==> src/sv/pfd_pkg.sv <==
package pfd_pkg;

    // channel slots held in the pulse store
    localparam int MAX_CHANNELS = 16;
    localparam int SLOT_W       = $clog2(MAX_CHANNELS);
    localparam int EMIT_W       = $clog2(MAX_CHANNELS + 1);

    localparam int COUNT_W      = 8;
    localparam logic [COUNT_W-1:0] COUNT_MAX = '1;

    localparam int TIME_W       = 16;
    localparam int CENTER_W     = 15;
    localparam int TRAVEL_W     = 14;
    localparam int MAXCH_W      = 5;
    localparam int VALUE_W      = 16;
    localparam int CHAN_W       = 4;

    localparam int CFG_IDX_W    = 3;
    localparam int CFG_DATA_W   = 16;

    localparam logic [CFG_IDX_W-1:0] CFG_CENTER_US   = 3'd0;
    localparam logic [CFG_IDX_W-1:0] CFG_TRAVEL_US   = 3'd1;
    localparam logic [CFG_IDX_W-1:0] CFG_USE_US      = 3'd2;
    localparam logic [CFG_IDX_W-1:0] CFG_MAX_CHANNEL = 3'd3;
    localparam logic [CFG_IDX_W-1:0] CFG_SYNC_GAP    = 3'd4;

    localparam logic [CENTER_W-1:0] RST_CENTER_US = 15'd1520;
    localparam logic [TRAVEL_W-1:0] RST_TRAVEL_US = 14'd600;
    localparam logic [MAXCH_W-1:0]  RST_MAX_CH    = 5'd16;
    localparam logic [TIME_W-1:0]   RST_SYNC_GAP  = 16'd15000;

    // normalized full deflection
    localparam logic [VALUE_W-1:0] NORM_POS = 16'd256;
    localparam logic [VALUE_W-1:0] NORM_NEG = 16'hFF00;

    // divider: (delta << 5) / (travel >> 2)
    localparam int DVD_W     = 20;
    localparam int DSR_W     = TRAVEL_W - 2;
    localparam int DIV_STEPS = DVD_W;
    localparam int DCNT_W    = $clog2(DIV_STEPS + 1);

    typedef enum logic [1:0] {
        MODE_STARTUP,
        MODE_LISTENING,
        MODE_STABLE,
        MODE_CONFUSED
    } t_mode;

    typedef enum logic [2:0] {
        SEQ_IDLE,
        SEQ_READ,
        SEQ_CLASS,
        SEQ_DIV,
        SEQ_PUT
    } t_seq_state;

    typedef struct packed {
        logic             start;
        logic [DVD_W-1:0] dividend;
        logic [DSR_W-1:0] divisor;
    } t_div_req;

endpackage

==> src/sv/pfd_in_if.sv <==
interface pfd_in_if;
    logic                           valid;
    logic                           ready;
    logic [pfd_pkg::TIME_W-1:0]     edge_time;
    logic                           level_high;

    modport source (output valid, output edge_time, output level_high, input ready);
    modport sink   (input valid, input edge_time, input level_high, output ready);
endinterface

==> src/sv/pfd_out_if.sv <==
interface pfd_out_if;
    logic                               valid;
    logic                               ready;
    logic        [pfd_pkg::CHAN_W-1:0]  channel;
    logic signed [pfd_pkg::VALUE_W-1:0] value;
    logic                               last;

    modport source (output valid, output channel, output value, output last, input ready);
    modport sink   (input valid, input channel, input value, input last, output ready);
endinterface

==> src/sv/pfd_div_unit.sv <==
module pfd_div_unit (
    input  logic                         i_clk,
    input  logic                         i_rst_n,
    input  pfd_pkg::t_div_req            i_req,
    output logic                         o_done,
    output logic [pfd_pkg::DVD_W-1:0]    o_quot
);

    logic                          r_busy;
    logic                          r_done;
    logic [pfd_pkg::DCNT_W-1:0]    r_cnt;
    logic [pfd_pkg::DSR_W-1:0]     r_rem;
    logic [pfd_pkg::DSR_W-1:0]     r_dsr;
    // dividend bits shift out the top while quotient bits shift in
    logic [pfd_pkg::DVD_W-1:0]     r_quo;

    logic [pfd_pkg::DSR_W:0]       w_rem_sh;
    logic                          w_ge;
    logic [pfd_pkg::DSR_W:0]       w_rem_sub;

    assign w_rem_sh  = {r_rem, r_quo[pfd_pkg::DVD_W-1]};
    assign w_ge      = w_rem_sh >= {1'b0, r_dsr};
    assign w_rem_sub = w_rem_sh - {1'b0, r_dsr};

    always_ff @(posedge i_clk) begin
        if (!i_rst_n) begin
            r_busy <= 1'b0;
            r_done <= 1'b0;
            r_cnt  <= '0;
        end else begin
            r_done <= 1'b0;
            if (i_req.start) begin
                r_busy <= 1'b1;
                r_cnt  <= pfd_pkg::DCNT_W'(pfd_pkg::DIV_STEPS);
            end else if (r_busy) begin
                r_cnt <= r_cnt - 1'b1;
                if (r_cnt == pfd_pkg::DCNT_W'(1)) begin
                    r_busy <= 1'b0;
                    r_done <= 1'b1;
                end
            end
        end
    end

    always_ff @(posedge i_clk) begin
        if (i_req.start) begin
            r_rem <= '0;
            r_dsr <= i_req.divisor;
            r_quo <= i_req.dividend;
        end else if (r_busy) begin
            r_rem <= w_ge ? w_rem_sub[pfd_pkg::DSR_W-1:0] : w_rem_sh[pfd_pkg::DSR_W-1:0];
            r_quo <= {r_quo[pfd_pkg::DVD_W-2:0], w_ge};
        end
    end

    assign o_done = r_done;
    assign o_quot = r_quo;

endmodule

==> src/sv/ppm_frame_decoder.sv <==
// PPM frame decoder. Each input item is one pin edge with its 16-bit timer stamp
// (half-microsecond ticks); rising edges are taken and dropped, a falling edge is
// handled as it is accepted. A falling edge that closes a good frame starts a
// readout of the stored channels, one result item per channel, during which no
// input is taken. A channel in microsecond mode, or one clipped at full
// deflection, passes the read, classify and put states; a normalized channel
// also waits on the 20-step restoring divider that all channels share. A full
// 16-channel frame therefore holds the input off for its whole readout, plus
// any output stall. The last result waits in the output register while the next
// edge is already accepted. There is no clearing pass after reset.
module ppm_frame_decoder (
    input  logic                               i_clk,
    input  logic                               i_rst_n,
    input  logic                               i_cfg_we,
    input  logic [pfd_pkg::CFG_IDX_W-1:0]      i_cfg_idx,
    input  logic [pfd_pkg::CFG_DATA_W-1:0]     i_cfg_data,
    pfd_in_if.sink                             i_in,
    pfd_out_if.source                          o_out
);

    // configuration
    logic [pfd_pkg::CENTER_W-1:0]   r_center;
    logic [pfd_pkg::TRAVEL_W-1:0]   r_travel;
    logic                           r_use_us;
    logic [pfd_pkg::MAXCH_W-1:0]    r_max_ch;
    logic [pfd_pkg::TIME_W-1:0]     r_sync_gap;

    // frame tracking
    pfd_pkg::t_mode                 r_mode, n_mode;
    logic [pfd_pkg::TIME_W-1:0]     r_last_edge, n_last_edge;
    logic [pfd_pkg::COUNT_W-1:0]    r_count, n_count;
    logic [pfd_pkg::COUNT_W-1:0]    r_index, n_index;

    // readout sequencer
    pfd_pkg::t_seq_state            r_state, n_state;
    logic [pfd_pkg::SLOT_W-1:0]     r_slot, n_slot;
    logic [pfd_pkg::EMIT_W-1:0]     r_emit_n, n_emit_n;
    logic [pfd_pkg::TIME_W-1:0]     r_pulse;
    logic [pfd_pkg::VALUE_W-1:0]    r_value, n_value;
    logic                           r_neg, n_neg;

    // output register
    logic                           r_out_valid, n_out_valid;
    logic [pfd_pkg::CHAN_W-1:0]     r_out_channel, n_out_channel;
    logic [pfd_pkg::VALUE_W-1:0]    r_out_value, n_out_value;
    logic                           r_out_last, n_out_last;

    // pulse store
    logic [pfd_pkg::TIME_W-1:0]     r_store [pfd_pkg::MAX_CHANNELS];
    logic                           w_st_we;
    logic [pfd_pkg::SLOT_W-1:0]     w_st_addr;

    logic                           w_accept;
    logic [pfd_pkg::TIME_W-1:0]     w_interval;
    logic                           w_sync;
    logic [pfd_pkg::EMIT_W-1:0]     w_slot_lim;
    logic [pfd_pkg::EMIT_W-1:0]     w_emit_n;
    logic                           w_emit;
    logic [pfd_pkg::COUNT_W-1:0]    w_wr_slot;

    logic [pfd_pkg::TIME_W-1:0]     w_c;
    logic [pfd_pkg::TIME_W:0]       w_t;
    logic [pfd_pkg::TIME_W:0]       w_hi;
    logic                           w_above;
    logic                           w_below;
    logic                           w_p_lt_c;
    logic [pfd_pkg::TIME_W-1:0]     w_delta;
    logic [pfd_pkg::DSR_W-1:0]      w_dsr;
    logic [8:0]                     w_mag;
    logic                           w_last_slot;
    logic                           w_out_free;

    pfd_pkg::t_div_req              w_div_req;
    logic                           w_div_done;
    logic [pfd_pkg::DVD_W-1:0]      w_div_quot;

    pfd_div_unit u_div (
        .i_clk   (i_clk),
        .i_rst_n (i_rst_n),
        .i_req   (w_div_req),
        .o_done  (w_div_done),
        .o_quot  (w_div_quot)
    );

    assign i_in.ready = (r_state == pfd_pkg::SEQ_IDLE);
    assign w_accept   = i_in.valid && i_in.ready;

    assign w_interval = i_in.edge_time - r_last_edge;
    assign w_sync     = w_interval > r_sync_gap;
    assign w_slot_lim = (r_max_ch > pfd_pkg::EMIT_W'(pfd_pkg::MAX_CHANNELS))
                      ? pfd_pkg::EMIT_W'(pfd_pkg::MAX_CHANNELS) : r_max_ch;
    assign w_emit_n   = (r_count > pfd_pkg::COUNT_W'(w_slot_lim))
                      ? w_slot_lim : r_count[pfd_pkg::EMIT_W-1:0];

    // normalization classify on the registered pulse
    assign w_c      = {r_center, 1'b0};
    assign w_t      = {2'b00, r_travel, 1'b0};
    assign w_hi     = {1'b0, w_c} + w_t;
    assign w_above  = {1'b0, r_pulse} >= w_hi;
    assign w_below  = ({1'b0, r_pulse} + w_t) <= {1'b0, w_c};
    assign w_p_lt_c = r_pulse < w_c;
    assign w_delta  = w_p_lt_c ? (w_c - r_pulse) : (r_pulse - w_c);
    assign w_dsr    = (r_travel[pfd_pkg::TRAVEL_W-1:2] == '0)
                    ? pfd_pkg::DSR_W'(1) : r_travel[pfd_pkg::TRAVEL_W-1:2];
    assign w_mag    = (w_div_quot > pfd_pkg::DVD_W'(256)) ? 9'd256 : w_div_quot[8:0];

    assign w_last_slot = ({1'b0, r_slot} == (r_emit_n - 1'b1));
    assign w_out_free  = !r_out_valid || o_out.ready;

    always_comb begin
        n_mode        = r_mode;
        n_last_edge   = r_last_edge;
        n_count       = r_count;
        n_index       = r_index;
        n_state       = r_state;
        n_slot        = r_slot;
        n_emit_n      = r_emit_n;
        n_value       = r_value;
        n_neg         = r_neg;
        n_out_valid   = r_out_valid;
        n_out_channel = r_out_channel;
        n_out_value   = r_out_value;
        n_out_last    = r_out_last;
        w_st_we       = 1'b0;
        w_wr_slot     = r_count;
        w_emit        = 1'b0;
        w_div_req     = '{start: 1'b0,
                          dividend: {w_delta[14:0], 5'b00000},
                          divisor: w_dsr};

        if (r_out_valid && o_out.ready) begin
            n_out_valid = 1'b0;
        end

        unique case (r_state)
            pfd_pkg::SEQ_IDLE: begin
                if (w_accept && !i_in.level_high) begin
                    n_last_edge = i_in.edge_time;
                    unique case (r_mode)
                        pfd_pkg::MODE_LISTENING: begin
                            if (w_sync) begin
                                n_mode  = pfd_pkg::MODE_STABLE;
                                n_index = '0;
                                w_emit  = 1'b1;
                            end else begin
                                w_wr_slot = r_count;
                                w_st_we   = r_count < pfd_pkg::COUNT_W'(w_slot_lim);
                                n_count   = (r_count == pfd_pkg::COUNT_MAX)
                                          ? r_count : r_count + 1'b1;
                            end
                        end
                        pfd_pkg::MODE_STABLE: begin
                            if (w_sync) begin
                                if (r_index == r_count) begin
                                    n_index = '0;
                                    w_emit  = 1'b1;
                                end else begin
                                    n_mode = pfd_pkg::MODE_CONFUSED;
                                end
                            end else begin
                                w_wr_slot = r_index;
                                w_st_we   = r_index < pfd_pkg::COUNT_W'(w_slot_lim);
                                n_index   = (r_index == pfd_pkg::COUNT_MAX)
                                          ? r_index : r_index + 1'b1;
                            end
                        end
                        pfd_pkg::MODE_STARTUP,
                        pfd_pkg::MODE_CONFUSED: begin
                            if (w_sync) begin
                                n_mode  = pfd_pkg::MODE_LISTENING;
                                n_count = '0;
                            end
                        end
                        default: ;
                    endcase
                    if (w_emit && (w_emit_n != '0)) begin
                        n_slot   = '0;
                        n_emit_n = w_emit_n;
                        n_state  = pfd_pkg::SEQ_READ;
                    end
                end
            end
            pfd_pkg::SEQ_READ: begin
                n_state = pfd_pkg::SEQ_CLASS;
            end
            pfd_pkg::SEQ_CLASS: begin
                priority if (r_use_us) begin
                    n_value = {1'b0, r_pulse[pfd_pkg::TIME_W-1:1]};
                    n_state = pfd_pkg::SEQ_PUT;
                end else if (w_above) begin
                    n_value = pfd_pkg::NORM_POS;
                    n_state = pfd_pkg::SEQ_PUT;
                end else if (w_below) begin
                    n_value = pfd_pkg::NORM_NEG;
                    n_state = pfd_pkg::SEQ_PUT;
                end else begin
                    n_neg           = w_p_lt_c;
                    w_div_req.start = 1'b1;
                    n_state         = pfd_pkg::SEQ_DIV;
                end
            end
            pfd_pkg::SEQ_DIV: begin
                if (w_div_done) begin
                    n_value = r_neg ? -pfd_pkg::VALUE_W'(w_mag) : pfd_pkg::VALUE_W'(w_mag);
                    n_state = pfd_pkg::SEQ_PUT;
                end
            end
            pfd_pkg::SEQ_PUT: begin
                if (w_out_free) begin
                    n_out_valid   = 1'b1;
                    n_out_channel = pfd_pkg::CHAN_W'(r_slot);
                    n_out_value   = r_value;
                    n_out_last    = w_last_slot;
                    if (w_last_slot) begin
                        n_state = pfd_pkg::SEQ_IDLE;
                    end else begin
                        n_slot  = r_slot + 1'b1;
                        n_state = pfd_pkg::SEQ_READ;
                    end
                end
            end
            default: n_state = pfd_pkg::SEQ_IDLE;
        endcase
    end

    assign w_st_addr = w_wr_slot[pfd_pkg::SLOT_W-1:0];

    always_ff @(posedge i_clk) begin
        if (!i_rst_n) begin
            r_center   <= pfd_pkg::RST_CENTER_US;
            r_travel   <= pfd_pkg::RST_TRAVEL_US;
            r_use_us   <= 1'b0;
            r_max_ch   <= pfd_pkg::RST_MAX_CH;
            r_sync_gap <= pfd_pkg::RST_SYNC_GAP;
        end else if (i_cfg_we) begin
            unique case (i_cfg_idx)
                pfd_pkg::CFG_CENTER_US:   r_center   <= i_cfg_data[pfd_pkg::CENTER_W-1:0];
                pfd_pkg::CFG_TRAVEL_US:   r_travel   <= i_cfg_data[pfd_pkg::TRAVEL_W-1:0];
                pfd_pkg::CFG_USE_US:      r_use_us   <= i_cfg_data[0];
                pfd_pkg::CFG_MAX_CHANNEL: r_max_ch   <= i_cfg_data[pfd_pkg::MAXCH_W-1:0];
                pfd_pkg::CFG_SYNC_GAP:    r_sync_gap <= i_cfg_data;
                default: ;
            endcase
        end
    end

    always_ff @(posedge i_clk) begin
        if (!i_rst_n) begin
            r_state     <= pfd_pkg::SEQ_IDLE;
            r_mode      <= pfd_pkg::MODE_STARTUP;
            r_last_edge <= '0;
            r_count     <= '0;
            r_index     <= '0;
            r_slot      <= '0;
            r_emit_n    <= '0;
            r_out_valid <= 1'b0;
        end else begin
            r_state     <= n_state;
            r_mode      <= n_mode;
            r_last_edge <= n_last_edge;
            r_count     <= n_count;
            r_index     <= n_index;
            r_slot      <= n_slot;
            r_emit_n    <= n_emit_n;
            r_out_valid <= n_out_valid;
        end
    end

    always_ff @(posedge i_clk) begin
        r_value       <= n_value;
        r_neg         <= n_neg;
        r_out_channel <= n_out_channel;
        r_out_value   <= n_out_value;
        r_out_last    <= n_out_last;
        if (w_st_we) begin
            r_store[w_st_addr] <= w_interval;
        end
        if (r_state == pfd_pkg::SEQ_READ) begin
            r_pulse <= r_store[r_slot];
        end
    end

    assign o_out.valid   = r_out_valid;
    assign o_out.channel = r_out_channel;
    assign o_out.value   = r_out_value;
    assign o_out.last    = r_out_last;

`ifndef SYNTHESIS
    // divider finishes only while the sequencer waits on it
    a_div_done_in_div: assert property (@(posedge i_clk) disable iff (!i_rst_n)
        w_div_done |-> (r_state == pfd_pkg::SEQ_DIV))
        else $error("divider done outside of divide state");

    // readout never walks past the frame length
    a_slot_in_frame: assert property (@(posedge i_clk) disable iff (!i_rst_n)
        (r_state != pfd_pkg::SEQ_IDLE) |-> ({1'b0, r_slot} < r_emit_n))
        else $error("readout slot beyond frame length");

    // normalized results stay within full deflection
    a_norm_range: assert property (@(posedge i_clk) disable iff (!i_rst_n)
        (r_out_valid && !r_use_us) |->
            (($signed(r_out_value) <= 16'sd256) && ($signed(r_out_value) >= -16'sd256)))
        else $error("normalized value out of range");
`endif

endmodule
==> src/flat_wrapper.sv <==
// flat-port wrapper written by rule: the top's interface ports become plain ports
module ppm_frame_decoder_flat 
  (i_clk, i_rst_n, i_cfg_we, i_cfg_idx, i_cfg_data, i_in_valid, i_in_edge_time, i_in_level_high, i_in_ready, o_out_valid, o_out_channel, o_out_value, o_out_last, o_out_ready);
  pfd_in_if i_in_i ();
  pfd_out_if o_out_i ();
  input  logic i_clk;
  input  logic i_rst_n;
  input  logic i_cfg_we;
  input  logic [pfd_pkg::CFG_IDX_W-1:0] i_cfg_idx;
  input  logic [pfd_pkg::CFG_DATA_W-1:0] i_cfg_data;
  input wire logic [$bits(i_in_i.valid)-1:0] i_in_valid;
  input wire logic [$bits(i_in_i.edge_time)-1:0] i_in_edge_time;
  input wire logic [$bits(i_in_i.level_high)-1:0] i_in_level_high;
  output wire logic [$bits(i_in_i.ready)-1:0] i_in_ready;
  output wire logic [$bits(o_out_i.valid)-1:0] o_out_valid;
  output wire logic [$bits(o_out_i.channel)-1:0] o_out_channel;
  output wire logic [$bits(o_out_i.value)-1:0] o_out_value;
  output wire logic [$bits(o_out_i.last)-1:0] o_out_last;
  input wire logic [$bits(o_out_i.ready)-1:0] o_out_ready;
  assign i_in_i.valid = i_in_valid;
  assign i_in_i.edge_time = i_in_edge_time;
  assign i_in_i.level_high = i_in_level_high;
  assign i_in_ready = i_in_i.ready;
  assign o_out_valid = o_out_i.valid;
  assign o_out_channel = o_out_i.channel;
  assign o_out_value = o_out_i.value;
  assign o_out_last = o_out_i.last;
  assign o_out_i.ready = o_out_ready;
  ppm_frame_decoder u_core (.i_clk(i_clk), .i_rst_n(i_rst_n), .i_cfg_we(i_cfg_we), .i_cfg_idx(i_cfg_idx), .i_cfg_data(i_cfg_data), .i_in(i_in_i), .o_out(o_out_i));
endmodule
==> config.mk <==
export PLATFORM = sky130hd
export DESIGN_NAME = ppm_frame_decoder_flat
export DESIGN_NICKNAME = d
export VERILOG_FILES = /design/src/sv/pfd_pkg.sv /design/src/sv/pfd_in_if.sv /design/src/sv/pfd_out_if.sv /design/src/sv/pfd_div_unit.sv /design/src/sv/ppm_frame_decoder.sv /design/src/flat_wrapper.sv
export SDC_FILE = /design/constraint.sdc
export NUM_CORES = 1
export LEC_CHECK = 0
export ABC_AREA = 1
export BUFFER_PORTS_ARGS = -buffer_cell sky130_fd_sc_hd__buf_2
export CORE_MARGIN = 2
export CORE_UTILIZATION = 41
export DETAILED_ROUTE_END_ITERATION = 10
export PLACE_DENSITY = 0.54
export SLEW_MARGIN = 20
export SYNTH_ARGS = -nofsm -noshare
export SYNTH_HDL_FRONTEND = slang
export SYNTH_HIERARCHICAL = 1
export SYNTH_SLANG_ARGS = --single-unit
==> constraint.sdc <==
create_clock -name i_clk -period 5.96 [get_ports i_clk]
set_input_delay 0.298 -clock i_clk [delete_from_list [all_inputs] [get_ports i_clk]]
set_output_delay 0.298 -clock i_clk [all_outputs]
set_load 0.02 [all_outputs]
### Yosys cells after proc, flatten, opt, wreduce, memory -nomap -nowiden

Memory sizes are Yosys's and may differ from the RTL's. A register that Yosys moved wholly into a read port is not among the register bits.
Cells that the tools add are included.

| word-level totals | value |
|---|---|
| bits in registers | 187 |
| latch bits | 0 |
| memory bits (writable) | 256 |
| bits in read-only memories | 0 |
| input bits | 41 |
| output and inout bits | 23 |
| word-level logic and storage cells | 189 |
| memories kept | 1 |

Memories:

| memory | words | bits a word | rd ports | clocked after memory_dff | wr ports | line | text |
|---|---|---|---|---|---|---|---|
| u_core.r_store | 16 | 16 | 1 | 1 | 1 | ppm_frame_decoder.sv:49 | `logic [pfd_pkg::TIME_W-1:0] r_store [pfd_pkg::MAX_CHANNELS];` |

| cells by class | value |
|---|---|
| $add $sub $neg | 12 |
| $mul | 0 |
| divide/modulo/power cells | 0 |
| order comparisons | 10 |
| equality and inequality tests | 30 |
| shift-type cells | 0 |
| muxes and demuxes | 70 |
| bitwise operators | 5 |
| reductions and logical operators | 35 |

Operators by type and width:

| kind | count |
|---|---|
| $mux 16 | 5 |
| $mux 8 | 6 |
| $mux 20 | 2 |
| $add 16x15->17 | 2 |
| $mux 4 | 8 |
| $pmux 16 s2 | 1 |
| $pmux 8 s2 | 2 |
| $sub 15x15->15 | 2 |
| $mux 1 | 23 |
| $mux 3 | 7 |
| $gt 20x9->1 const B | 1 |
| $mux 5 | 4 |
| $reduce_and 6->1 | 3 |
| $ge 16x17->1 | 1 |
| $le 17x16->1 | 1 |
| $add 8x1->8 const B | 2 |
| $eq 8x8->1 const B | 2 |
| $gt 16x16->1 | 1 |
| $lt 16x16->1 | 1 |
| $lt 8x5->1 | 2 |
| $neg 9->16 | 1 |
| $sub 16x16->16 | 1 |
| $mux 15 | 1 |
| $pmux 3 s5 | 1 |
| 40 further kinds | 82 |

### Longest topological paths before layout

| depth | value |
|---|---|
| depth in word-level cells | 10 |
| mapped depth | 28 |
| gate-level depth less buffers | 27 |

### Hierarchy

The synthesis kept the hierarchy.

By module, submodules not included:

| module | instances | cells an instance | area an instance (sq um) | seq. area each (sq um) |
|---|---|---|---|---|
| ppm_frame_decoder | 1 | 2,192 | 21,062.7 | 11,270.8 |
| pfd_div_unit | 1 | 372 | 2,884.0 | 1,341.3 |

### Least setup slack after synthesis

OpenSTA, ideal clock, no wires.

| timing | value |
|---|---|
| path kind | flip-flop to flip-flop |
| start point | register u_core/r_last_edge[2] (netlist bit) |
| end point | memory u_core/r_store[0][0] (netlist bit), enable pin |
| library setup time | 388 ps |
| arrival time | 4,358 ps |
| data required time | 5,572 ps |
| slack | 1,213 ps |
| stages on the path, launching flop included | 22 |
| clock period less this slack | 4,747 ps |
| cells stage by stage | dfxtp_1 > inv_1 > ha_1 > a21oi_1 > o21ai_0 > a21oi_1 > o21ai_1 > a21boi_0 > o21ai_1 > xor2_1 > ha_1 > a21oi_1 > a21oi_1 > nor2_1 > nand2_1 > nand2_2 > nand2_1 > nor2_2 > inv_1 > o21ai_2 > nand3_1 > nor2_1 |

| on the way | value |
|---|---|
| cells in the longest elaborated chain, start to end | 8 |
| elaborated cells between the ends (all ways) | 13 |
| those cells by class | add/sub (1); order compare (1); mux (11) |

Ends and longest elaborated chain:

| element | line | text |
|---|---|---|
| from (decl) | ppm_frame_decoder.sv:30 | `logic [pfd_pkg::TIME_W-1:0] r_last_edge, n_last_edge;` |
| from (signal assigned) | ppm_frame_decoder.sv:260 | `r_last_edge <= n_last_edge;` |
| $sub 16x16->16 * | ppm_frame_decoder.sv:88 | `assign w_interval = i_in.edge_time - r_last_edge;` |
| net u_core.w_interval (one bit) | ppm_frame_decoder.sv:54 | `logic [pfd_pkg::TIME_W-1:0] w_interval;` |
| $gt 16x16->1 * | ppm_frame_decoder.sv:89 | `assign w_sync = w_interval > r_sync_gap;` |
| $mux 1, on equally long branches | ppm_frame_decoder.sv:153, ppm_frame_decoder.sv:141 |  |
| $pmux 1 s2 | ppm_frame_decoder.sv:139 | `unique case (r_mode)` |
| $mux 1 | ppm_frame_decoder.sv:137 | `if (w_accept && !i_in.level_high) begin` |
| $mux 1 | ppm_frame_decoder.sv:135 | `unique case (r_state)` |
| $mux 1 | ppm_frame_decoder.sv:275 | `if (w_st_we) begin` |
| $mux 1 (not written as such) | ppm_frame_decoder.sv:276 | `r_store[w_st_addr] <= w_interval;` |
| to (decl) | ppm_frame_decoder.sv:49 |  |

The timed path passes the listed nets; every way through them passes the cells marked *.

### Worst setup path in the final report

| timing | value |
|---|---|
| start point | input i_in_edge_time[0] |
| end point | memory u_core/r_store[1][8] (netlist bit), enable pin |

| on the way | value |
|---|---|
| cells in the longest elaborated chain, start to end | 8 |
| elaborated cells between the ends (all ways) | 13 |
| those cells by class | add/sub (1); order compare (1); mux (11) |

Ends and longest elaborated chain:

| element | line | text |
|---|---|---|
| from (decl) | flat_wrapper.sv:12 | `input wire logic [$bits(i_in_i.edge_time)-1:0] i_in_edge_time;` |
| $sub 16x16->16 * | ppm_frame_decoder.sv:88 |  |
| net u_core.w_interval (one bit) | ppm_frame_decoder.sv:54 |  |
| $gt 16x16->1 * | ppm_frame_decoder.sv:89 |  |
| $mux 1, on equally long branches | ppm_frame_decoder.sv:153, ppm_frame_decoder.sv:141 |  |
| $pmux 1 s2 | ppm_frame_decoder.sv:139 |  |
| $mux 1 | ppm_frame_decoder.sv:137 |  |
| $mux 1 | ppm_frame_decoder.sv:135 |  |
| $mux 1 | ppm_frame_decoder.sv:275 |  |
| $mux 1 (not written as such) | ppm_frame_decoder.sv:276 |  |

Marks and branches as above.

==> impl_metrics.tcl <==
set metrics [dict create \
    start_util 0.415 \
    ios 64 \
    period_minus_slack_ps 4960 \
    fin_cells 3458 \
    synth.avg_cell_area_um2 9.34 \
    antenna_cells 0 \
    place_inst 3343 \
    switchingPower_mw 1.96 \
    power_frac_seq 0.479 \
    cts_sinks 459 \
    combPwrFrac 0.117 \
    max_slew_margin 0.301 \
    layout_setup_ws_ps 1000 \
    fill_cells 5556 \
    dp_hpwl_mm 48.2 \
    cts_root_buffer "clkbuf_16" \
    grt_pass1_vias 17844 \
    run_status "finished, final reports clean" \
    met2WireLength_mm 33.5 \
    ys_seq_area_frac 0.527 \
    cts_buffer_depth 3 \
    ir_drop_uv 237 \
    drt_iter0_drc 1589 \
    ys_types 54 \
    holdWs_ps 20.8 \
    grt_max_degree 101 \
    highest_layer "met4" \
    ys_seq_elements 459 \
    postSynthCellCount 2564 \
    layout.nets 2849 \
    wirelength_mm 69.3 \
    setup_viol_count_final 0 \
    end_kind "register" \
    dieArea_um2 60400 \
    rsz0062_at_grt "no" \
    power.density_nw_per_um2 278 \
    synth_top_cell_area_share 0.429 \
    p_sw_frac 0.260 \
    setup_tns_ps 0 \
    vias_per_cell 5.36 \
    place_ws_ps 951 \
    period_share 0.831 \
    critical_path_required_ps 6250 \
    drcViolationCount 0 \
    maxCapViolCount 0 \
    via_count 18541 \
    ant_nets 0 \
    layout-drive-gt1-share 0.0943 \
    grt_pass1_wl_mm 105 \
    hold_class "in -> reg" \
    cts.clk_slew.worst_paths_ps 60 \
    syn_area_um2 23900 \
    cts_made_buffers 50 \
    finalHoldViolCount 0 \
    p_int_mw 5.56 \
    criticalPathCategory "in -> reg" \
    p_leak_nw 10.8 \
    first_pass_iters 5 \
    core_um2 57700 \
    fmax_mhz 202 \
    area_delta_synth_final_pct 13.1 \
    yosysTopAreaCell "edfxtp_1" \
    antenna_found_initial 0 \
    path_max_fanout 17 \
    htreeDepth 2 \
    die_x_um 246 \
    slew_violations 0 \
    post_cts_buffers 0 \
    grt_usage 0.229 \
    cts_tree "yes" \
    portBuffers 63 \
    arrival_ps 5250 \
    wl_met3_mm 2.96 \
    m1WireLength_mm 30.5 \
    die_h_um 246 \
    core.rowCount 88 \
    ys_top_cells_by_area "edfxtp_1, dfxtp_1, ha_1, nand2_1, o21ai_0" \
    clk_latency_ps 610 \
    start_kind "input port" \
    grt.overflow.total 0 \
    synth_warnings 6 \
    place.gp.congestion 0.924 \
    fin_worst_skew_ps 31.4 \
    routedWlPerCell_um 20.1 \
    tightest_slew_ps 1050 \
    clock_power_share 0.404 \
]
-- per-layer routing --
| layer | up-vias | global-route usage |
|---|---|---|
| met5 | - | 0 |
| met4 | 0 | 0.0795 |
| met2 | 487 | 0.391 |
| met1 | 8876 | 0.302 |
| met3 | 126 | 0.0236 |
| li1 | 9052 | - |
-- cell usage after synthesis, drive strengths merged --
cell type / number
edfxtp: 342
a31o: 1
a31oi: 9
o21ai: 255
dfxtp: 117
xnor2: 31
nor4: 5
nand3: 113
o221ai: 45
a21oi: 158
nand3b: 2
o21a: 2
o211ai: 37
nor3: 33
buf: 15
o21bai: 5
xor2: 48
a211oi: 6
clkbuf: 86
mux2i: 2
inv: 269
nand2: 452
nor3b: 3
nor2: 296
o22ai: 25
a21o: 7
a21boi: 4
fa: 6
or2: 2
ha: 148
nand4: 33
conb: 1
o2111ai: 1
o31ai: 5
-- cell families (layout without fill, tap and decap cells) --
family                     after synthesis  after routing  share of synthesized area
other                                    1              5                   0.000157
and+or+nand+nor                        939            939                      0.167
xor gates and xnor gates                79             79                     0.0289
DFF                                    459            459                      0.527
adders and majority gates              154            154                     0.0823
muxes                                    2              2                   0.000836
buffers and inverters                  370            495                     0.0591
AOI/OAI and AO/OA                      560            560                      0.135
-- worst paths after layout --
check	startpoint	endpoint	slack, ps	cells after the start
worst max register to register	u_core/r_pulse[1]	u_core/u_div/r_rem[2]	1060	24
worst min register to register	u_core/r_value[5]	u_core/o_out.value[5]	420	0
worst min-delay path	i_cfg_data[12]	u_core/r_sync_gap[12]	20	3
worst max-delay path	i_in_edge_time[0]	u_core/r_store[1][8]	1000	27
-- sequential cells by signal (all words and copies together) (netlist names), 2 cells and up --
signal / cells
u_core/o_out.channel: 4
u_core/r_emit_n: 5
u_core/u_div/r_dsr: 12
u_core/u_div/r_cnt: 5
u_core/r_index: 8
u_core/r_pulse: 16
u_core/r_max_ch: 5
u_core/r_count: 8
u_core/o_out.value: 16
u_core/u_div/r_rem: 12
u_core/r_mode: 2
u_core/u_div/o_quot: 20
u_core/r_slot: 4
u_core/r_state: 3
u_core/r_center: 15
u_core/r_travel: 14
u_core/r_store: 256
u_core/r_value: 16
u_core/r_sync_gap: 16
u_core/r_last_edge: 16
-- layout make-up --
| class | count | area [µm²] | share of cell area |
|---|---|---|---|
| multi-input cells | 1739 | 9990 | 0.369 |
| inverters | 269 | 1010 | 0.0373 |
| clock inverters | 20 | 225 | 0.00832 |
| repair buffers | 135 | 916 | 0.0338 |
| clock buffers | 71 | 1370 | 0.0504 |
| well taps | 765 | 957 | 0.0353 |
| flip-flops and latches | 459 | 12600 | 0.466 |
-- critical path, stage by stage --
cell and delay [ps]:
dlygate4sd3_1 530, buf_2 120, inv_1 60, ha_1 200, inv_1 90, fa_1 420
a21oi_1 270, o21ai_0 180, nand3_1 100, nand2_1 90, nand3_1 80, nand2_1 60
xor2_1 140, inv_1 50, buf_4 210, ha_1 300, nand4_1 120, nor2_1 170
nand2_1 110, nand2_1 80, nand2_2 90, nand2_1 130, nor2_2 60, o21ai_0 530
nand2_1 290, nor2_2 160, buf_4 280
-- metrics by stage --
step                utilization  power, mW  cell area (µm²)
floorplan                     -       4.17            24000
global placement          0.438       4.52            25200
detailed placement        0.438       4.54            25200
CTS                       0.469       7.59            27100
global route              0.469       7.81            27100
finish                    0.469       7.52            27100
-- layout by cell type (no fill, tap or decap), drive strengths merged, types with 33 or more instances in the layout --
master,synthesis,layout
ha,148,148
nand3,113,113
o21ai,255,255
xor2,48,48
o221ai,45,45
inv,269,268
nand2,452,452
nand4,33,33
clkbuf,86,71
dfxtp,117,117
o211ai,37,37
nor2,296,296
edfxtp,342,342
a21oi,158,158
nor3,33,33
buf,15,111
-- timing repair --
action / CTS / global route
endpoints found under the hold margin: 28 / 0
gates resized for setup: 0 / 0
hold buffers: 24 / 0
-- power groups by stage --
stage | Sequential [mW] | Clock (mW) | Combinational, mW
final | 3.60 | 3.04 | 0.880
after global routing | 3.60 | 3.24 | 0.974
after CTS | 3.60 | 3.11 | 0.883
after detailed placement | 3.67 | 0 | 0.868
after global placement | 3.67 | 0 | 0.850
after floorplan | 3.66 | 0 | 0.513
Note: power is estimated with default switching activity, not from simulation.
